===== src/design/mmc_pkg.sv =====
`default_nettype none
package mmc_pkg;

    // configuration port
    localparam int CFG_DATA_W = 32;
    localparam int CFG_IDX_W  = 2;
    localparam int LEN_W      = 6;

    localparam logic [CFG_IDX_W-1:0] REG_LIMB_COUNT = 2'd0;
    localparam logic [CFG_IDX_W-1:0] REG_NEG_INV    = 2'd1;
    localparam logic [CFG_IDX_W-1:0] REG_A_LENGTH   = 2'd2;
    localparam logic [CFG_IDX_W-1:0] REG_B_LENGTH   = 2'd3;

    // sequencer to cell row
    typedef struct packed {
        logic load;     // write load data into the selected cell
        logic rot_an;   // rotate a and n rings one place toward cell 0
        logic rot_t;    // rotate the T ring, tail takes new_t
        logic clear_t;  // zero the T ring
    } mmc_ctl_t;

endpackage
`default_nettype wire


===== src/design/mmc_cell.sv =====
`default_nettype none
module mmc_cell #(
    parameter int W = 32
) (
    input  wire logic             clk,
    input  wire mmc_pkg::mmc_ctl_t ctl,
    input  wire logic             sel,
    input  wire logic             tail,
    input  wire logic [W-1:0]     ld_a,
    input  wire logic [W-1:0]     ld_n,
    input  wire logic [W-1:0]     nb_a,
    input  wire logic [W-1:0]     nb_n,
    input  wire logic [W-1:0]     nb_t,
    input  wire logic [W-1:0]     hd_a,
    input  wire logic [W-1:0]     hd_n,
    input  wire logic [W-1:0]     new_t,
    output logic      [W-1:0]     a,
    output logic      [W-1:0]     n,
    output logic      [W-1:0]     t
);
    import mmc_pkg::*;

    logic [W-1:0] a_reg, a_next;
    logic [W-1:0] n_reg, n_next;
    logic [W-1:0] t_reg, t_next;

    always_comb
    begin
        a_next = a_reg;
        n_next = n_reg;
        t_next = t_reg;
        if (ctl.load && sel)
        begin
            a_next = ld_a;
            n_next = ld_n;
        end
        else if (ctl.rot_an)
        begin
            // the tail closes the ring onto cell 0
            a_next = tail ? hd_a : nb_a;
            n_next = tail ? hd_n : nb_n;
        end
        if (ctl.clear_t)
            t_next = '0;
        else if (ctl.rot_t)
            t_next = tail ? new_t : nb_t;
    end

    always_ff @(posedge clk)
    begin
        a_reg <= a_next;
        n_reg <= n_next;
        t_reg <= t_next;
    end

    assign a = a_reg;
    assign n = n_reg;
    assign t = t_reg;

endmodule
`default_nettype wire


===== config.mk =====
export PLATFORM = sky130hd
export DESIGN_NAME = mmc_cell
export DESIGN_NICKNAME = d
export VERILOG_FILES = /design/src/design/mmc_pkg.sv /design/src/design/mmc_cell.sv
export SDC_FILE = /design/constraint.sdc
export NUM_CORES = 1
export LEC_CHECK = 0
export BUFFER_PORTS_ARGS = -buffer_cell sky130_fd_sc_hd__clkbuf_2
export CELL_PAD_IN_SITES_DETAIL_PLACEMENT = 0
export CELL_PAD_IN_SITES_GLOBAL_PLACEMENT = 1
export CORE_AREA = 2 2 141 143
export DETAILED_ROUTE_END_ITERATION = 7
export DIE_AREA = 0 0 143 145
export MAX_ROUTING_LAYER = met4
export PLACE_DENSITY_LB_ADDON = 0.12
export RECOVER_POWER = 100
export SLEW_MARGIN = 10
export SYNTH_ARGS = -nofsm -noshare
export SYNTH_HDL_FRONTEND = slang
export SYNTH_SLANG_ARGS = --single-unit

===== constraint.sdc =====
create_clock -name clk -period 2.3 [get_ports clk]
set_input_delay 0.46 -clock clk [delete_from_list [all_inputs] [get_ports clk]]
set_output_delay 0.46 -clock clk [all_outputs]
set_load 0.03 [all_outputs]

# After elaboration in Yosys (flattened, before gate mapping)
# Index checks and enable logic that the tools add are counted.
# classes
muxes	7
reduce_logical	2
# op_table
op	count
$mux 32	7
$reduce_bool 2->1	1
$logic_and 1x1->1	1
# word_totals
regBits	96
inputBits	263
out_inout_bits	96

# Logic depth before layout (Yosys ltp)
# Gate-level depths: netlist (run 1).
# logic_depth
depth_word	3
depth_mapped	5
ltp_nobuf	2

# Worst setup path before layout (run 1)
# OpenSTA, ideal clock, no wires.
# synth_timing
path_kind	input-to-reg
start	input port ctl[3] (netlist name)
end	register a_reg[0], in the netlist a[0] (enable)
setup_ps	394
t_arrival_ps	1594
setup_slack_ps	312
cell_stages	3
n_path_buf	1
cell_sequence	and2_1 > buf_2 > or2_2
# synth_between
elab_chain_len	2
# synth_rtl
item	line_no	text
from (decl)	mmc_cell.sv:6	input wire mmc_pkg::mmc_ctl_t ctl,
$logic_and 1x1->1	mmc_cell.sv:32	if (ctl.load && sel)
$reduce_bool 2->1 (no line)	--	
to (signal assigned)	mmc_cell.sv:51	a_reg <= a_next;
to (decl)	mmc_cell.sv:23	logic [W-1:0] a_reg, a_next;
# Every way passes these cells.
# A chain may end at the register's enable or synchronous reset.

# Worst setup path in the final report (run 1)
# layout_timing
start	input port ctl[3] (netlist name)
end	register n_reg[23], in the netlist n[23] (enable)
# layout_between
elab_chain_len	2
# layout_rtl
item	line_no	text
$logic_and 1x1->1	mmc_cell.sv:32	
$reduce_bool 2->1 (no line)	--	
to (signal assigned)	mmc_cell.sv:52	n_reg <= n_next;
to (decl)	mmc_cell.sv:24	logic [W-1:0] n_reg, n_next;
# Every way passes these cells.

==> flow_metrics.env, run 1 <==
export IMPL_ys_ff_latch=96
export IMPL_post_cts_resized=0
export IMPL_via_per_inst=4.42
export IMPL_async_flop_share_pct=0
export IMPL_multi_input_area_um2=1980
export IMPL_cts_buffer_depth=2
export IMPL_worst_slew_pin_slew_ps=917
export IMPL_p_sw_share_pct=30.8
export IMPL_p_leak_nw=3.12
export IMPL_synth_net_count=691
export IMPL_min_period_over_period_pct=73.5
export IMPL_route_detailed_drc=0
export IMPL_dieHeight_um=145
export IMPL_intPower_mw=3.34
export IMPL_io_buffer_count=358
export IMPL_crit_path_end_kind="register"
export IMPL_p_sw_mw=1.49
export IMPL_regArea_um2=2560
export IMPL_die_w_um=143
export IMPL_postCtsHoldBufs=0
export IMPL_cp_required_ps=2210
export IMPL_power_density_nw_per_um2=696
export IMPL_outcome="complete, no violations"
export IMPL_num_rows=51
export IMPL_maxSlewHeadroom_pct=38.9
export IMPL_synth_area_leaders="edfxtp_1, mux2i_1, dfxtp_1"
export IMPL_fmax_ghz=0.592
export IMPL_cp_top_family="buffers and inverters"
export IMPL_cts_root_buf="clkbuf_16"
export IMPL_ir_drop_mv=0.309
export IMPL_clock_latency_ps=340
export IMPL_wirelength_um=17400
export IMPL_synth_top_cell_area_share_pct=39.7
export IMPL_die_area_um2=20700
export IMPL_rsz0062_at_grt="no"
export IMPL_cts_setup_buffers=0
export IMPL_seq_power_share_pct=43.9
export IMPL_syn_area_um2=4840
export IMPL_critPathKind="input pin to register"
export IMPL_yosys_warnings=0
export IMPL_start_kind="input pin"
export IMPL_setup_viol=0
export IMPL_slew_violations=0
export IMPL_post_place_ws_ps=628
export IMPL_hold_class="input pin to register"
export IMPL_fin_crit_ps=1690
export IMPL_place_congestion=0.764
export IMPL_grt_pass1_vias=4580
export IMPL_dp_hpwl_um=13200
export IMPL_wire_per_inst_um=16.8
export IMPL_max_stage_delay_ps=530
export IMPL_antenna_cells=0
export IMPL_slowest_stage="clkbuf_4"
export IMPL_critPathMaxFanout=64
export IMPL_io_pins=359
export IMPL_grt_use_total_pct=16.4
export IMPL_final_layout_size_suffix_gt1_share_pct=37.1
export IMPL_maxCapViolations=0
export IMPL_cp_cell_sequence="clkbuf_1 > and2_2 > or2_2 > clkbuf_4"
export IMPL_ant_nets=0
export IMPL_drt_iter0_markers=200
export IMPL_grt_max_degree=65
export IMPL_tns_ps=0
export IMPL_htreeDepth=3
export IMPL_core_area_um2=19200
export IMPL_cts_buffers=9
export IMPL_critical_path_buf_inv_count=2
export IMPL_fillers=2012
export IMPL_clk_pin_slew_ps=70
export IMPL_cts_sinks=96
export IMPL_synth_edf_count=64
export IMPL_yosys_area_top_type="edfxtp_1"
export IMPL_vias=4569
export IMPL_syn_avg_cell_area_um2=11.3
export IMPL_final_cell_mix="clkbuf_2, clkbuf_1, mux2i_1"
export IMPL_cts_tree="done"
export IMPL_cp_arrival_ps=1600
export IMPL_grt_first_pass_wirelength_um=25200
export IMPL_grt_overflow_total=0
export IMPL_skew_ps=0
export IMPL_hold_viol_final=0
export IMPL_final_common_cell="clkbuf_2"
export IMPL_synth_cells=428
export IMPL_antenna_found_initial=0
export IMPL_setup_slack_ps=610
export IMPL_start_util_pct=25.2
export IMPL_first_pass_iters=4
export IMPL_num_nets_final=1026
export IMPL_pwr_share_clk_pct=32.0
export IMPL_yosysUniqueCellTypes=18
export IMPL_ys_flop_type="edfxtp_1"
export IMPL_area_growth_pct=43.5
export IMPL_combPwrFrac_pct=24.1
export IMPL_synth_seq_area_share_pct=52.9
cell type report:
| type | instances | area share (%) |
|---|---|---|
| well taps | 265 | 4.77 |
| flip-flops and latches | 96 | 36.9 |
| multi-input cells | 290 | 28.4 |
| clock inverters | 4 | 0.757 |
| clock buffers | 12 | 3.69 |
| repair buffers | 366 | 25.4 |
per-layer routing:
metal / global-route usage [%] / up-vias / wire length, um
met3: 3.56 / 14 / 1400
li1: - / 2284 / -
met4: 4.55 / 0 / 210
met1: 18.2 / 2066 / 6810
met5: - / - / 0
met2: 29.3 / 205 / 8950
cell usage after synthesis, types with 2 or more instances:
| cell | number |
|---|---|
| edfxtp_1 | 64 |
| nand3_1 | 64 |
| clkbuf_1 | 17 |
| buf_2 | 7 |
| nor2_1 | 32 |
| o21ai_0 | 15 |
| o21ai_1 | 49 |
| buf_12 | 5 |
| dfxtp_1 | 32 |
| a211oi_1 | 32 |
| buf_4 | 2 |
| clkbuf_2 | 5 |
| mux2i_1 | 96 |
| buf_1 | 2 |
| buf_8 | 3 |
worst paths after layout:
check	startpoint	to	slack, ps	cells past startpoint
worst max register to register	t[30]	t[30]	1600	2
worst min-delay path	ld_n[16]	n[16]	410	3
worst min register to register	t[10]	t[10]	480	2
worst max-delay path	ctl[3]	n[23]	610	4
power groups by stage:
stage / registers, mW / logic, mW / clock network, mW
floorplan: 2.54 / 0.361 / 0
global placement: 2.15 / 1.24 / 0
detailed placement: 2.16 / 1.25 / 0
CTS: 2.12 / 1.25 / 1.61
global route: 2.14 / 1.26 / 1.68
finish: 2.12 / 1.17 / 1.55
kinds of logic (layout without fill, tap and decap cells):
group,after synthesis,count (layout),synth area share (%)
AOI/OAI and AO/OA,96,96,11.6
buffers and inverters,42,382,6.26
DFF,96,96,52.9
muxes,96,96,19.9
and+or+nand+nor,98,98,9.36
worst reg2reg max path, stage by stage, from the launching register on:
cell and delay (ps):
dfxtp_1 340, nor2_1 40, a211oi_1 220
per-stage QoR:
step	instances	total power [mW]	area, um^2	utilization [%]	hold WS, ps
after floorplan	428	2.90	4840	-	533
after global placement	1017	3.39	6770	35.3	474
after detailed placement	1017	3.41	6770	35.3	476
after CTS	1033	4.98	7080	36.9	395
after global routing	1033	5.07	6950	36.2	420
final	1033	4.83	6950	36.2	410
Power figures use the tool's default switching activity.
==> inputs of run 2 (changes only) <==
- CORE_AREA: 2 2 141 143 -> not set
- CORE_MARGIN: not set -> 2
- CORE_UTILIZATION: not set -> 26
- DIE_AREA: 0 0 143 145 -> not set
- clock period: 2.3 -> 1.4 ns (I/O delays scaled with it)
==> run 2 against run 1 <==
Effect of this change:
- first-iteration DRC count down 34%
- die area down 4.9%
- hold slack worse by 180 ps
- critical path depth down 3
- largest power group unchanged
- clock skew unchanged
- sequential share of layout area down 0.52 points
- critical path type is now register to output pin
==> flow_metrics.env, run 2 (synthesis results as in run 1) <==
export IMPL_cp_required_ps=1120
export IMPL_start_kind="register"
export IMPL_fin_crit_ps=1300
export IMPL_cp_arrival_ps=1020
export IMPL_slowest_stage="clkbuf_1"
export IMPL_grt_first_pass_wirelength_um=26200
export IMPL_hp_start="ld_n[4]"
export IMPL_instances_no_fill=1004
export IMPL_reg2reg_depth=2
export IMPL_cts_buffers=9
export IMPL_route_detailed_drc=0
export IMPL_vias=4635
export IMPL_cts_sinks=96
export IMPL_min_period_over_period_pct=92.6
export IMPL_fillers=1904
export IMPL_htreeDepth=3
export IMPL_holdPathEnd="n[4]"
export IMPL_io_buffer_count=358
export IMPL_critPathMaxFanout=2
export IMPL_num_rows=49
export IMPL_drt_iter0_markers=133
export IMPL_hold_class="input pin to register"
export IMPL_cp_cell_sequence="clkbuf_1"
export IMPL_cts_tree="done"
export IMPL_final_common_cell="clkbuf_2"
export IMPL_ant_nets=0
export IMPL_die_area_um2=19700
export IMPL_combPwrFrac_pct=24.2
export IMPL_crit_path_end_kind="output pin"
export IMPL_setup_viol=0
export IMPL_critical_path_buf_inv_count=1
export IMPL_area_growth_pct=45.6
export IMPL_ir_drop_mv=0.513
export IMPL_power_density_nw_per_um2=1150
export IMPL_worst_slew_pin_slew_ps=677
export IMPL_post_cts_resized=0
export IMPL_slew_violations=0
export IMPL_setup_slack_ps=104
export IMPL_multi_input_area_um2=1980
export IMPL_clk_pin_slew_ps=70
export IMPL_maxCapViolations=0
export IMPL_max_stage_delay_ps=350
export IMPL_post_place_ws_ps=-2.44
export IMPL_final_layout_size_suffix_gt1_share_pct=41.9
export IMPL_fmax_ghz=0.771
export IMPL_antenna_found_initial=0
export IMPL_first_pass_iters=4
export IMPL_pwr_share_clk_pct=32.9
export IMPL_grt_pass1_vias=4835
export IMPL_core_area_um2=18100
export IMPL_outcome="complete, no violations"
export IMPL_grt_overflow_total=0
export IMPL_place_congestion=0.812
export IMPL_dp_cells=988
export IMPL_reg2reg_to="t[15]"
export IMPL_die_w_um=140
export IMPL_io_pins=359
export IMPL_r2r_slack_ps=690
export IMPL_cp_top_family="buffers and inverters"
export IMPL_via_per_inst=4.62
export IMPL_rsz0062_at_grt="no"
export IMPL_seq_power_share_pct=42.9
export IMPL_p_leak_nw=3.31
export IMPL_clock_latency_ps=330
export IMPL_maxSlewHeadroom_pct=54.9
export IMPL_hold_viol_final=0
export IMPL_cts_setup_buffers=0
export IMPL_wire_per_inst_um=17.4
export IMPL_antenna_cells=0
export IMPL_p_sw_mw=2.43
export IMPL_min_path_cells=3
export IMPL_cts_root_buf="clkbuf_16"
export IMPL_dp_hpwl_um=13600
export IMPL_dieHeight_um=140
export IMPL_r2r_start="t[15]"
export IMPL_regArea_um2=2560
export IMPL_start_util_pct=26.8
export IMPL_grt_use_total_pct=17.7
export IMPL_wirelength_um=17400
export IMPL_intPower_mw=5.70
export IMPL_critPathKind="register to output pin"
export IMPL_p_sw_share_pct=29.9
export IMPL_postCtsHoldBufs=0
export IMPL_num_nets_final=1033
export IMPL_skew_ps=0
export IMPL_final_cell_mix="clkbuf_2, mux2i_1, nand3_1, edfxtp_1, clkbuf_1"
export IMPL_cts_buffer_depth=2
export IMPL_grt_max_degree=65
-- run 2: how the worst max path moves through the flow --
stage,startpoint,endpoint,depth (start not counted)
CTS,a[31],a[31],1
finish,t[8],t[8],1
floorplan,ctl[3],a[0],3
detailed placement,tail,t[20],5
global route,t[3],t[3],1
global placement,ctl[3],n[15],4
-- run 2: cell type report --
type / count / area share, %
Clock buffer: 13 / 4.16
Tap cell: 229 / 4.07
Multi-Input combinational cell: 290 / 28.1
Timing Repair Buffer: 373 / 26.8
Clock inverter: 3 / 0.533
Sequential cell: 96 / 36.4
-- run 2: power by group through the flow --
stage	sequential (mW)	combinational, mW	clock, mW
finish	3.49	1.97	2.67
detailed placement	3.55	2.08	0
floorplan	4.18	0.597	0
global placement	3.55	2.07	0
global route	3.52	2.12	2.88
CTS	3.49	2.08	2.77
-- run 2: per-layer routing --
metal | track usage, % | vias up | part of all wire, %
li1 | - | 2295 | -
met1 | 19.6 | 2105 | 38
met2 | 31.7 | 215 | 52
met3 | 3.52 | 20 | 7.3
met4 | 6.17 | 0 | 2.0
met5 | - | - | 0
-- run 2: metrics by stage --
stage / total power [mW] / setup TNS [ps] / utilization, % / instance area (um^2) / hold slack, ps
2_1_floorplan: 4.77 / -2200 / - / 4850 / 353
4_1_cts: 8.34 / 0 / 39.6 / 7150 / 213
3_3_place_gp: 5.61 / 0 / 37.7 / 6820 / 474
5_1_grt: 8.52 / 0 / 39.0 / 7050 / 230
6_report: 8.13 / 0 / 39.0 / 7050 / 229
3_5_place_dp: 5.63 / -2.44 / 37.7 / 6820 / 477
==> inputs of run 3 (changes only) <==
- ABC_CLOCK_PERIOD_IN_PS: not set -> 1400
- CAP_MARGIN: not set -> 10
- PLACE_DENSITY: not set -> 0.87
- PLACE_DENSITY_LB_ADDON: 0.12 -> not set
==> run 3 against run 2 <==
Effect of this change:
- flip-flop and latch count unchanged
- hold slack improved by 3.0 ps
- power decreased by 3.2%
- global-route usage fell by 1.9 points
- final area fell by 0.67%
- sequential power barely moved
- combinational power about the same
- cell count grew 0.40%
- clock skew unchanged
- via count increased by 0.26%
- critical path depth unchanged
- critical path type unchanged
- largest cell class unchanged
- highest routed layer unchanged
==> flow_metrics.env, run 3 (synthesis results as in run 1) <==
export IMPL_final_cell_mix="clkbuf_2, mux2i_1, clkbuf_1"
export IMPL_reg2reg_to="t[23]"
export IMPL_finalPower_mw=7.86
export IMPL_final_layout_size_suffix_gt1_share_pct=39.9
export IMPL_cts_buffers=9
export IMPL_hp_start="ld_a[26]"
export IMPL_die_w_um=140
export IMPL_slew_violations=0
export IMPL_io_buffer_count=358
export IMPL_holdPathEnd="a[26]"
export IMPL_wire_per_inst_um=15.5
export IMPL_postCtsHoldBufs=0
export IMPL_rsz0062_at_grt="no"
export IMPL_p_leak_nw=3.22
export IMPL_grt_use_total_pct=15.8
export IMPL_vias=4647
export IMPL_clock_latency_ps=340
export IMPL_min_path_cells=3
export IMPL_post_cts_resized=0
export IMPL_cp_top_family="flip-flops"
export IMPL_cp_arrival_ps=1010
export IMPL_dieHeight_um=140
export IMPL_critPathMaxFanout=1
export IMPL_max_stage_delay_ps=340
export IMPL_slowest_stage="edfxtp_1"
export IMPL_dp_hpwl_um=12200
export IMPL_via_per_inst=4.61
export IMPL_cts_buffer_depth=2
export IMPL_whs_ps=232
export IMPL_setup_viol=0
export IMPL_cts_root_buf="clkbuf_16"
export IMPL_route_detailed_drc=0
export IMPL_final_common_cell="clkbuf_2"
export IMPL_antenna_found_initial=0
export IMPL_cts_sinks=96
export IMPL_fmax_ghz=0.772
export IMPL_worst_slew_pin_slew_ps=614
export IMPL_critical_path_buf_inv_count=1
export IMPL_hold_class="input pin to register"
export IMPL_r2r_slack_ps=700
export IMPL_instances_no_fill=1008
export IMPL_num_nets_final=1037
export IMPL_power_density_nw_per_um2=1120
export IMPL_clk_pin_slew_ps=70
export IMPL_maxCapViolations=0
export IMPL_place_congestion=0.786
export IMPL_critPathKind="register to output pin"
export IMPL_start_util_pct=26.8
export IMPL_grt_max_degree=65
export IMPL_cts_setup_buffers=0
export IMPL_drt_iter0_markers=204
export IMPL_crit_path_end_kind="output pin"
export IMPL_first_pass_iters=4
export IMPL_num_rows=49
export IMPL_ant_nets=0
export IMPL_final_area_um2=7000
export IMPL_skew_ps=0
export IMPL_fin_crit_ps=1290
export IMPL_cp_cell_sequence="clkbuf_1"
export IMPL_die_area_um2=19700
export IMPL_grt_first_pass_wirelength_um=23800
export IMPL_grt_pass1_vias=4603
export IMPL_grt_overflow_total=0
export IMPL_htreeDepth=3
export IMPL_reg2reg_depth=2
export IMPL_antenna_cells=0
export IMPL_ir_drop_mv=0.498
export IMPL_outcome="complete, no violations"
export IMPL_dp_cells=992
export IMPL_cts_tree="done"
export IMPL_area_growth_pct=44.6
export IMPL_io_pins=359
export IMPL_start_kind="register"
export IMPL_core_area_um2=18100
export IMPL_hold_viol_final=0
export IMPL_r2r_start="t[23]"
export IMPL_dpl_instance_area_um2=6870
export IMPL_maxSlewHeadroom_pct=59.0
export IMPL_cp_required_ps=1120
export IMPL_min_period_over_period_pct=92.5
export IMPL_wirelength_um=15600
run 3: cell types whose count changed in the layout (fill, tap and decap cells not counted), sizes merged:
| cell | delta |
|---|---|
| clkinv | +2 |
| buf | +2 |
| clkinvlp | +3 |
| inv | -2 |
| clkbuf | -1 |
run 3: worst max path at each step:
stage | cells past startpoint | slack (ps) | start | to
3_5_place_dp | 4 | 20 | ctl[3] | n[26]
4_1_cts | 1 | 130 | a[0] | a[0]
6_report | 1 | 110 | n[10] | n[10]
3_3_place_gp | 4 | 50 | ctl[3] | a[30]
2_1_floorplan | 3 | -30 | ctl[3] | a[0]
5_1_grt | 1 | 60 | t[20] | t[20]
run 3: metal layers:
| metal | wire length, um | global-route usage, % |
|---|---|---|
| met1 | 6260 | 18.5 |
| met2 | 7770 | 26.5 |
| met3 | 1230 | 3.45 |
| met4 | 368 | 6.38 |
| met5 | 0 | - |
run 3: area by class of cell:
type	count	area (um^2)
Fill cell	1855	11100
Sequential cell	96	2560
Clock buffer	10	229
Timing Repair Buffer	377	1880
Multi-Input combinational cell	290	1980
Tap cell	229	287
Clock inverter	6	60.1
run 3: through the flow:
step	worst slack, ps	setup TNS (ps)	util, %
finish	105	0	38.7
global route	62.8	0	38.7
CTS	127	0	39.6
floorplan	-34.4	-2200	-
detailed placement	20.5	0	38.0
global placement	53.9	0	38.0
run 3: power by group:
part / switching (mW) / internal, mW / total [mW]
sequential: 0.101 / 3.38 / 3.48
clock: 1.07 / 1.37 / 2.44
combinational: 1.28 / 0.668 / 1.94
run 3: tightest hold or removal path, delay by kind of cell:
kind / cells / cell delay, ps
compound gates: 1 / 60
buf+inv: 1 / 80
simple gates: 1 / 50
