$ cat src/design/mmc_pkg.sv
`default_nettype none
package mmc_pkg;

    // configuration port
    localparam int CFG_DATA_W = 32;
    localparam int CFG_IDX_W  = 2;
    localparam int LEN_W      = 6;

    localparam logic [CFG_IDX_W-1:0] REG_LIMB_COUNT = 2'd0;
    localparam logic [CFG_IDX_W-1:0] REG_NEG_INV    = 2'd1;
    localparam logic [CFG_IDX_W-1:0] REG_A_LENGTH   = 2'd2;
    localparam logic [CFG_IDX_W-1:0] REG_B_LENGTH   = 2'd3;

    // sequencer to cell row
    typedef struct packed {
        logic load;     // write load data into the selected cell
        logic rot_an;   // rotate a and n rings one place toward cell 0
        logic rot_t;    // rotate the T ring, tail takes new_t
        logic clear_t;  // zero the T ring
    } mmc_ctl_t;

endpackage
`default_nettype wire

$ cat src/design/mmc_in_if.sv
`default_nettype none
interface mmc_in_if #(
    parameter int W = 32
);
    logic         valid;
    logic         ready;
    logic [W-1:0] a_limb;
    logic [W-1:0] b_limb;
    logic [W-1:0] mod_limb;

    modport source (output valid, a_limb, b_limb, mod_limb, input ready);
    modport sink   (input valid, a_limb, b_limb, mod_limb, output ready);
endinterface
`default_nettype wire

$ cat src/design/mmc_out_if.sv
`default_nettype none
interface mmc_out_if #(
    parameter int W = 32
);
    logic         valid;
    logic         ready;
    logic [W-1:0] result_limb;
    logic         last;

    modport source (output valid, result_limb, last, input ready);
    modport sink   (input valid, result_limb, last, output ready);
endinterface
`default_nettype wire

$ cat src/design/mmc_seq.sv
`default_nettype none
module mmc_seq #(
    parameter int MAX_LIMBS  = 32,
    parameter int LIMB_WIDTH = 32,
    parameter int CW = $clog2(MAX_LIMBS + 1),
    parameter int IW = (MAX_LIMBS > 1) ? $clog2(MAX_LIMBS) : 1
) (
    input  wire logic                            clk,
    input  wire logic                            rst_n,
    input  wire logic                            cfg_write,
    input  wire logic [mmc_pkg::CFG_IDX_W-1:0]   cfg_index,
    input  wire logic [mmc_pkg::CFG_DATA_W-1:0]  cfg_data,
    mmc_in_if.sink                               operands,
    mmc_out_if.source                            result,
    input  wire logic [LIMB_WIDTH-1:0]           head_a,
    input  wire logic [LIMB_WIDTH-1:0]           head_n,
    input  wire logic [LIMB_WIDTH-1:0]           head_t,
    output mmc_pkg::mmc_ctl_t                    ctl,
    output logic      [IW-1:0]                   load_idx,
    output logic      [CW-1:0]                   keff,
    output logic      [LIMB_WIDTH-1:0]           new_t
);
    import mmc_pkg::*;

    localparam int W    = LIMB_WIDTH;
    localparam int CW1  = CW + 1;
    localparam int CMPW = ((CW > LEN_W) ? CW : LEN_W) + 1;

    localparam logic [2:0] S_LOAD   = 3'd0;
    localparam logic [2:0] S_PREP   = 3'd1;
    localparam logic [2:0] S_PASS_A = 3'd2;
    localparam logic [2:0] S_FOLD_A = 3'd3;
    localparam logic [2:0] S_MUL_M  = 3'd4;
    localparam logic [2:0] S_PASS_N = 3'd5;
    localparam logic [2:0] S_FOLD_N = 3'd6;
    localparam logic [2:0] S_EMIT   = 3'd7;

    logic [LEN_W-1:0] lc_reg, a_len_reg, b_len_reg;
    logic [W-1:0]     ninv_reg;

    logic [2:0]       state_reg, state_next;
    logic [CW-1:0]    pos_reg, pos_next;
    logic [CW-1:0]    i_reg, i_next;
    logic [CW-1:0]    j_reg, j_next;
    logic [W-1:0]     carry_reg, carry_next;
    logic [W-1:0]     top0_reg, top0_next;
    logic [W-1:0]     top1_reg, top1_next;
    logic [W-1:0]     m_reg, m_next;
    logic [W-1:0]     bi_reg;
    logic [W-1:0]     b_mem [MAX_LIMBS];

    logic             out_valid_reg, out_valid_next;
    logic [W-1:0]     out_limb_reg, out_limb_next;
    logic             out_last_reg, out_last_next;

    logic             accept, start, slot_free, last_step;
    logic [CW-1:0]    k_m1;
    logic [W-1:0]     aj, mul_x, mul_y;
    logic [2*W-1:0]   prod, sum;
    logic [W:0]       fold;

    // configuration
    always_ff @(posedge clk or negedge rst_n)
    begin
        if (!rst_n)
        begin
            lc_reg    <= LEN_W'(1);
            ninv_reg  <= '0;
            a_len_reg <= '0;
            b_len_reg <= '0;
        end
        else if (cfg_write)
        begin
            unique case (cfg_index)
                REG_LIMB_COUNT: lc_reg    <= cfg_data[LEN_W-1:0];
                REG_NEG_INV:    ninv_reg  <= cfg_data[W-1:0];
                REG_A_LENGTH:   a_len_reg <= cfg_data[LEN_W-1:0];
                REG_B_LENGTH:   b_len_reg <= cfg_data[LEN_W-1:0];
                default:        ;
            endcase
        end
    end

    always_comb
    begin
        if (lc_reg == '0)
            keff = CW'(1);
        else if (CMPW'(lc_reg) > CMPW'(MAX_LIMBS))
            keff = CW'(MAX_LIMBS);
        else
            keff = lc_reg[CW-1:0];
    end

    assign k_m1      = keff - CW'(1);
    assign accept    = operands.valid && operands.ready;
    assign start     = accept && (CW1'(pos_reg) + CW1'(1) >= CW1'(keff));
    assign slot_free = !out_valid_reg || result.ready;
    assign last_step = (j_reg == k_m1);
    assign load_idx  = pos_reg[IW-1:0];

    // one shared multiplier: a*b[i], T[0]*n0inv, m*n[j]
    assign aj = (CMPW'(j_reg) < CMPW'(a_len_reg)) ? head_a : '0;
    always_comb
    begin
        unique case (state_reg)
            S_PASS_A: begin mul_x = aj;     mul_y = bi_reg;   end
            S_MUL_M:  begin mul_x = head_t; mul_y = ninv_reg; end
            default:  begin mul_x = m_reg;  mul_y = head_n;   end
        endcase
    end
    assign prod = mul_x * mul_y;
    assign sum  = (2*W)'(head_t) + prod + (2*W)'(carry_reg);
    assign fold = (W+1)'(top0_reg) + (W+1)'(carry_reg);

    always_ff @(posedge clk)
    begin
        if (accept)
            b_mem[pos_reg[IW-1:0]] <= operands.b_limb;
        if (state_reg == S_PREP)
            bi_reg <= (CMPW'(i_reg) < CMPW'(b_len_reg)) ? b_mem[i_reg[IW-1:0]] : '0;
    end

    always_comb
    begin
        state_next     = state_reg;
        pos_next       = pos_reg;
        i_next         = i_reg;
        j_next         = j_reg;
        carry_next     = carry_reg;
        top0_next      = top0_reg;
        top1_next      = top1_reg;
        m_next         = m_reg;
        out_valid_next = out_valid_reg && !result.ready;
        out_limb_next  = out_limb_reg;
        out_last_next  = out_last_reg;
        ctl            = '0;
        new_t          = sum[W-1:0];

        unique case (state_reg)
            S_LOAD:
            begin
                ctl.load = accept;
                if (accept)
                begin
                    if (start)
                    begin
                        pos_next    = '0;
                        ctl.clear_t = 1'b1;
                        top0_next   = '0;
                        top1_next   = '0;
                        carry_next  = '0;
                        i_next      = '0;
                        state_next  = S_PREP;
                    end
                    else
                        pos_next = pos_reg + CW'(1);
                end
            end
            S_PREP:
            begin
                j_next     = '0;
                state_next = S_PASS_A;
            end
            S_PASS_A, S_PASS_N:
            begin
                ctl.rot_an = 1'b1;
                ctl.rot_t  = 1'b1;
                carry_next = sum[2*W-1:W];
                j_next     = j_reg + CW'(1);
                if (last_step)
                    state_next = (state_reg == S_PASS_A) ? S_FOLD_A : S_FOLD_N;
            end
            S_FOLD_A:
            begin
                top0_next  = fold[W-1:0];
                top1_next  = top1_reg + W'(fold[W]);
                carry_next = '0;
                state_next = S_MUL_M;
            end
            S_MUL_M:
            begin
                m_next     = prod[W-1:0];
                j_next     = '0;
                state_next = S_PASS_N;
            end
            S_FOLD_N:
            begin
                // fold and drop T[0]: the extra rotation shifts the ring down one limb
                ctl.rot_t  = 1'b1;
                new_t      = fold[W-1:0];
                top0_next  = top1_reg + W'(fold[W]);
                top1_next  = '0;
                carry_next = '0;
                i_next     = i_reg + CW'(1);
                j_next     = '0;
                state_next = (i_reg == k_m1) ? S_EMIT : S_PREP;
            end
            S_EMIT:
            begin
                new_t = head_t;
                if (slot_free)
                begin
                    out_valid_next = 1'b1;
                    j_next         = j_reg + CW'(1);
                    if (j_reg == keff)
                    begin
                        out_limb_next = top0_reg;
                        out_last_next = 1'b1;
                        state_next    = S_LOAD;
                    end
                    else
                    begin
                        ctl.rot_t     = 1'b1;
                        out_limb_next = head_t;
                        out_last_next = 1'b0;
                    end
                end
            end
            default: state_next = S_LOAD;
        endcase
    end

    always_ff @(posedge clk or negedge rst_n)
    begin
        if (!rst_n)
        begin
            state_reg     <= S_LOAD;
            pos_reg       <= '0;
            i_reg         <= '0;
            j_reg         <= '0;
            out_valid_reg <= 1'b0;
        end
        else
        begin
            state_reg     <= state_next;
            pos_reg       <= pos_next;
            i_reg         <= i_next;
            j_reg         <= j_next;
            out_valid_reg <= out_valid_next;
        end
    end

    always_ff @(posedge clk)
    begin
        carry_reg    <= carry_next;
        top0_reg     <= top0_next;
        top1_reg     <= top1_next;
        m_reg        <= m_next;
        out_limb_reg <= out_limb_next;
        out_last_reg <= out_last_next;
    end

    assign operands.ready     = (state_reg == S_LOAD);
    assign result.valid       = out_valid_reg;
    assign result.result_limb = out_limb_reg;
    assign result.last        = out_last_reg;

`ifndef SYNTHESIS
    a_pass_idx: assert property (@(posedge clk) disable iff (!rst_n)
        (state_reg == S_PASS_A || state_reg == S_PASS_N) |-> j_reg < keff)
        else $error("limb index ran past k");

    a_round_idx: assert property (@(posedge clk) disable iff (!rst_n)
        (state_reg != S_LOAD && state_reg != S_EMIT) |-> i_reg < keff)
        else $error("round index ran past k");

    a_carry_clr: assert property (@(posedge clk) disable iff (!rst_n)
        (state_reg == S_MUL_M || state_reg == S_PREP) |-> carry_reg == '0)
        else $error("carry not cleared between passes");

    a_last_beat: assert property (@(posedge clk) disable iff (!rst_n)
        (state_reg == S_EMIT && slot_free && j_reg == keff)
        |=> (state_reg == S_LOAD && out_valid_reg && out_last_reg))
        else $error("final limb did not close the operation");
`endif

endmodule
`default_nettype wire

$ cat src/flat_wrapper.sv
// flat-port wrapper written by rule: the top's interface ports become plain ports
module mmc_seq_flat import mmc_pkg::*;
#(
    parameter int MAX_LIMBS  = 32,
    parameter int LIMB_WIDTH = 32,
    parameter int CW = $clog2(MAX_LIMBS + 1),
    parameter int IW = (MAX_LIMBS > 1) ? $clog2(MAX_LIMBS) : 1
)
  (clk, rst_n, cfg_write, cfg_index, cfg_data, head_a, head_n, head_t, ctl, load_idx, keff, new_t, operands_valid, operands_a_limb, operands_b_limb, operands_mod_limb, operands_ready, result_valid, result_result_limb, result_last, result_ready);
  mmc_in_if operands_i ();
  mmc_out_if result_i ();
  input  wire logic clk;
  input  wire logic rst_n;
  input  wire logic cfg_write;
  input  wire logic [mmc_pkg::CFG_IDX_W-1:0] cfg_index;
  input  wire logic [mmc_pkg::CFG_DATA_W-1:0] cfg_data;
  input  wire logic [LIMB_WIDTH-1:0] head_a;
  input  wire logic [LIMB_WIDTH-1:0] head_n;
  input  wire logic [LIMB_WIDTH-1:0] head_t;
  output mmc_pkg::mmc_ctl_t ctl;
  output logic      [IW-1:0] load_idx;
  output logic      [CW-1:0] keff;
  output logic      [LIMB_WIDTH-1:0] new_t;
  input wire logic [$bits(operands_i.valid)-1:0] operands_valid;
  input wire logic [$bits(operands_i.a_limb)-1:0] operands_a_limb;
  input wire logic [$bits(operands_i.b_limb)-1:0] operands_b_limb;
  input wire logic [$bits(operands_i.mod_limb)-1:0] operands_mod_limb;
  output wire logic [$bits(operands_i.ready)-1:0] operands_ready;
  output wire logic [$bits(result_i.valid)-1:0] result_valid;
  output wire logic [$bits(result_i.result_limb)-1:0] result_result_limb;
  output wire logic [$bits(result_i.last)-1:0] result_last;
  input wire logic [$bits(result_i.ready)-1:0] result_ready;
  assign operands_i.valid = operands_valid;
  assign operands_i.a_limb = operands_a_limb;
  assign operands_i.b_limb = operands_b_limb;
  assign operands_i.mod_limb = operands_mod_limb;
  assign operands_ready = operands_i.ready;
  assign result_valid = result_i.valid;
  assign result_result_limb = result_i.result_limb;
  assign result_last = result_i.last;
  assign result_i.ready = result_ready;
  mmc_seq #(.MAX_LIMBS(MAX_LIMBS), .LIMB_WIDTH(LIMB_WIDTH), .CW(CW), .IW(IW)) u_core (.clk(clk), .rst_n(rst_n), .cfg_write(cfg_write), .cfg_index(cfg_index), .cfg_data(cfg_data), .operands(operands_i), .result(result_i), .head_a(head_a), .head_n(head_n), .head_t(head_t), .ctl(ctl), .load_idx(load_idx), .keff(keff), .new_t(new_t));
endmodule
$ cat config.mk
export PLATFORM = sky130hd
export DESIGN_NAME = mmc_seq_flat
export DESIGN_NICKNAME = d
export VERILOG_FILES = /design/src/design/mmc_pkg.sv /design/src/design/mmc_in_if.sv /design/src/design/mmc_out_if.sv /design/src/design/mmc_seq.sv /design/src/flat_wrapper.sv
export SDC_FILE = /design/constraint.sdc
export NUM_CORES = 2
export LEC_CHECK = 0
export ABC_AREA = 1
export ABC_CLOCK_PERIOD_IN_PS = 49400
export BUFFER_PORTS_ARGS = -buffer_cell sky130_fd_sc_hd__buf_2
export CORE_MARGIN = 2
export CORE_UTILIZATION = 45
export DETAILED_ROUTE_END_ITERATION = 12
export HOLD_SLACK_MARGIN = 0.03
export PLACE_DENSITY_LB_ADDON = 0.1
export SETUP_SLACK_MARGIN = 0.3
export SYNTH_ARGS = -nofsm -noshare
export SYNTH_HDL_FRONTEND = slang
export SYNTH_SLANG_ARGS = --single-unit
$ cat constraint.sdc
create_clock -name clk -period 49.4 [get_ports clk]
set_input_delay 12.35 -clock clk [delete_from_list [all_inputs] [get_ports clk]]
set_output_delay 12.35 -clock clk [all_outputs]
set_load 0.01 [all_outputs]
## Word level (Yosys, flattened, before mapping)

Memories as Yosys holds them, arrays and structs flattened. A register that Yosys moved wholly into a read port is not among the register bits.
Cells that the tools add are included.

- Output and inout port bits: 82
- Register bits: 233
- RAM bits: 1024
- Memories: 1

Memories:

| memory | words | width | rd ports | clocked after Yosys merged registers in | wr ports | RTL line | text |
|---|---|---|---|---|---|---|---|
| u_core.b_mem | 32 | 32 | 1 | 1 | 1 | mmc_seq.sv:50 | `logic [W-1:0] b_mem [MAX_LIMBS];` |

- Reductions and logical operators: 29
- Eq/ne operators: 18
- $lt $le $gt $ge: 4
- $add $sub $neg: 9
- Multiply operators: 1
- Multiplexer cells: 39

Operators with widths:

| cell | count |
|---|---|
| $pmux 32 s3 | 3 |
| $pmux 32 s2 | 3 |
| $mux 32 | 4 |
| $add 32x64->64 | 1 |
| $add 64x32->64 | 1 |
| $mul 32x32->64 | 1 |
| $mux 6 | 6 |
| $add 32x32->33 | 1 |
| $add 32x1->32 | 1 |
| $mux 3 | 7 |
| $pmux 3 s7 | 1 |
| $add 6x1->6 const B | 3 |
| $eq 6x6->1 | 3 |
| $pmux 6 s3 | 1 |
| $reduce_and 2->1 | 7 |
| $eq 3x3->1 const B | 4 |
| $lt 6x6->1 | 2 |
| $mux 1 | 12 |
| $pmux 6 s2 | 1 |
| $reduce_and 3->1 | 3 |
| $reduce_bool 3->1 | 3 |
| $add 6x1->7 const B | 1 |
| $ge 7x6->1 | 1 |
| $eq 3x2->1 const B | 2 |
| 18 further kinds | 28 |

## Depth between registers and ports, before layout

- Depth in word-level cells: 8
- Mapped depth: 59

## Least setup slack after synthesis

No wires, ideal clock.

- Path type: input to output
- Start point: input port head_n[5]
- End point: output port new_t[31]
- Arrival time: 20.406 ns
- Buffers on the path: 2
- Setup slack: 16.644 ns
- Cell stages on the path: 40
- Required time: 37.050 ns
- Cells stage by stage: a22oi_1 and2_1 buf_2 inv_1 clkbuf_1 nand2_1 fa_1 inv_1 fa_1 inv_1 fa_1 inv_1 fa_1 fa_1 inv_1 fa_1 inv_1 fa_1 [... 4 more ...] nand2_1 nor3_2 nand2_1 nand3_1 xor2_1 inv_1 fa_1 inv_1 ha_1 nand2_1 nor2_1 inv_1 nor2_1 nand3_1 o21ai_0 xor2_1 nand2_1 o211ai_1

- Word-level cells in the longest chain between the ends: 5

RTL lines:

| element | RTL line | text |
|---|---|---|
| from (decl) | flat_wrapper.sv:18 | `input wire logic [LIMB_WIDTH-1:0] head_n;` |
| $pmux 32 s2 | mmc_seq.sv:105 | `unique case (state_reg)` |
| $mul 32x32->64 | mmc_seq.sv:111 | `assign prod = mul_x * mul_y;` |
| net u_core.prod[30] | mmc_seq.sv:59 | `logic [2*W-1:0] prod, sum;` |
| $add 32x64->64 | mmc_seq.sv:112 | `assign sum = (2*W)'(head_t) + prod + (2*W)'(carry_reg);` |
| $add 64x32->64 | mmc_seq.sv:112 |  |
| $pmux 32 s2 | mmc_seq.sv:139 | `unique case (state_reg)` |
| to (decl) | flat_wrapper.sv:23 | `output logic [LIMB_WIDTH-1:0] new_t;` |

The timed path passes the listed nets, and every way through them passes these cells.

## Worst setup path in the final report

- Start point: input port head_t[2]
- End point: output port new_t[31]

- Word-level cells in the longest chain between the ends: 5

RTL lines:

| element | RTL line | text |
|---|---|---|
| from (decl) | flat_wrapper.sv:19 | `input wire logic [LIMB_WIDTH-1:0] head_t;` |
| $pmux 32 s2 | mmc_seq.sv:105 |  |
| $mul 32x32->64 | mmc_seq.sv:111 |  |
| net u_core.prod[30] | mmc_seq.sv:59 |  |
| $add 32x64->64 | mmc_seq.sv:112 |  |
| $add 64x32->64 | mmc_seq.sv:112 |  |
| $pmux 32 s2 | mmc_seq.sv:139 |  |

The timed path passes the listed nets, and every way through them passes these cells.

==> results.md <==
* Share of the synthesized area in the top cell type at 0.3931
* Die area at about 210000 sq um
* Min-delay worst type: register to register
* Post-synth EDFFs at around 1200
* Min cycle time layout at ~36 ns
* Maximum Capacitance Violations at 0
* Flip-flop count of the largest register, all copies and words added at 1024
* Worst Tran Pin Value at around 1.1 ns
* Number of buffers added to fix hold violations after cts at 0
* Drt wl/cell at 25.25 um
* Effective utilization at floorplan at 0.4535
* Cells taking the most area after synthesis: edfxtp_1, fa_1, nand2_1
* Prevailing post-synth register cell: edfxtp_1
* RSZ-0062 raised after global routing: no
* H-tree Lvls at 4
* Vias at roughly 70000
* Vias per inst at roughly 5.5
* Number of global-route vias before repair at between 60000 and 70000
* Proportion of layout cells with a drive suffix above 1 at 0.08981
* Endpoint class of the critical path: primary output
* Root Buffer Master: clkbuf_16
* Resized cells post-CTS at 0
* Largest net degree at the start of global routing at 172
* Biggest cell delay along the critical path at 1.09 ns
* Syn_nets at about 11000
* Post-route DRC at 0
* Status: completed
* Clock tree from TritonCTS: yes
* Max Slew Vio Count at 0
* Number of buffer cells added on primary ports at roughly 250
* Residual antenna-violating net count after detailed routing at 0
* Final Hold Viols at 0
* Tot GR Track Use at 0.3025
* Layout Skew at 0.06878 ns
* Share of synthesized registers carrying an async set or reset at 0.05586
* Number of placed I/O pins at 313
* Fraction of the yosys area taken by sequential cells at 0.4125
* Final Wtd Congestion at around 0.93
* Relative max-transition margin at 0.2392
* Synthesis-to-finish area growth at 9.571%
* Clock Sinks at about 1300
* Worst skew pair latency at 0.83 ns
* Number of antenna violations at the first check in global routing at 22
* Total Nets Final at about 11000
* CP startpoint kind: input port
* Period utilization at 0.7215
* Die X-Extent at between 400 and 500 um
* Slowest-stage cell, CP: inv_1
* Post CTS Setup Buffer Count at 0
* Setup TNS Final at 0 ns
* Peak fanout along the critical path at 20
* Mapped Avg Cell Area at about 9.6 sq um
* Unique masters post-synth at 70
* Total gr overflow at 0
* Summed instance area of the synthesized netlist at about 93000 sq um
* Total setup violations reported at the end of the flow at 0
* Worst Setup Path Type: input port to primary output
* Synth Warn # at 0
* Cell Rows at 166
* Total core area at slightly above 200000 sq um
* First drt pass iteration count at 6
* Cell count after synthesis at ~9700
* Worst Path Arrival at between 20 and 25 ns
* Critical path required time at roughly 37 ns
* Number of synthesized register bits at between 1000 and 1500
* Max Clock Freq at 0.02806 GHz
* Leading area contributor after synthesis: edfxtp_1
* Reg clk slew, reported paths at roughly 0.06 ns
* HPWL after detailed placement at 218500 um
* Library cell with the highest instance count after synthesis: nand2_1
* Deepest clock path buffer count at 3
* Synth cell count leaders: nand2_1, inv_1, nor2_1, edfxtp_1, fa_1
* Height of the chip at ~460 um
* TritonCTS Buffers at 142
* Iter 0 DRT Violations at just under 6000
* Wire length of the first global-routing pass at 466300 um
* Overall routed net length at around 320000 um
-- cells in the final DEF (no fill, tap or decap), drive strengths merged, types with 14 or more instances in the layout --
cell     instances
nand2         1715
inv           1658
nor2          1345
edfxtp        1217
fa             930
o21ai          740
buf            399
ha             352
nand3          286
a21oi          243
clkbuf         182
o22ai          162
o221ai          85
xor2            74
dfrtp           71
clkinv          68
o211ai          53
a31oi           41
nor3            33
a22oi           32
nand4           29
xnor2           24
mux2            22
or2             20
a2111oi         14
a221o           14
-- critical path: cells and delay by family --
| family | cells | cell delay [ns] |
|---|---|---|
| adders and majority gates | 11 | 5.00 |
| and+or+nand+nor | 9 | 1.95 |
| buffers and inverters | 10 | 1.84 |
| AOI/OAI and AO/OA | 7 | 1.52 |
| xor gates and xnor gates | 2 | 0.57 |
-- layout make-up --
class | instances | area, sq um
multi-input cells | 6301 | 46890
fillers | 19196 | 103100
repair buffers | 399 | 2390
diodes | 8 | 20.02
inverters | 1662 | 6255
clock inverters | 77 | 865.8
flip-flops and latches | 1289 | 38360
clock buffers | 182 | 3724
well taps | 2688 | 3363
-- stage by stage --
stage	worst slack (ns)	hold slack (ns)	cell area, sq um	cells	utilization
floorplan	16.64	0.4530	92970	9684	-
global placement	13.99	0.4696	97260	12339	0.4744
detailed placement	13.85	0.4731	97260	12339	0.4744
CTS	13.81	0.4868	101900	12598	0.4968
global route	13.32	0.5076	101900	12601	0.4969
finish	13.76	0.4850	101900	12606	0.4969
-- final timing paths --
check	from	to	slack, ns	cells past startpoint
worst max-delay path	head_t[2]	new_t[31]	13.76	39
worst min-delay path	u_core.ninv_reg[5]	u_core.ninv_reg[5]	0.49	2
worst max register to register	u_core.state_reg[0]	u_core.carry_reg[15]	35.86	47
worst min register to register	u_core.ninv_reg[5]	u_core.ninv_reg[5]	0.49	2
max in group asynchronous	rst_n	u_core.i_reg[0]	36.73	2
min in group asynchronous	rst_n	u_core.result.valid	11.38	1
-- metal layers --
| layer | wire length [um] | up-vias | track usage |
|---|---|---|---|
| li1 | - | 31441 | - |
| met3 | 20680 | 574 | 0.04275 |
| met5 | 56 | - | 0 |
| met1 | 127900 | 35280 | 0.3944 |
| met2 | 154700 | 2584 | 0.5074 |
| met4 | 14920 | 8 | 0.1242 |
-- cells by family after synthesis --
logic type	share of synthesized area
flip-flops	0.4125
AND/OR/NAND/NOR	0.1515
adder cells (fa/ha/maj)	0.2476
AO/OA/AOI/OAI	0.08955
buffers and inverters	0.08692
multiplexers	0.002665
XOR/XNOR	0.009232
Power is left out: the tool's default activity adds up to more than one toggle a clock period on the data nets, which glitch-free logic cannot reach.
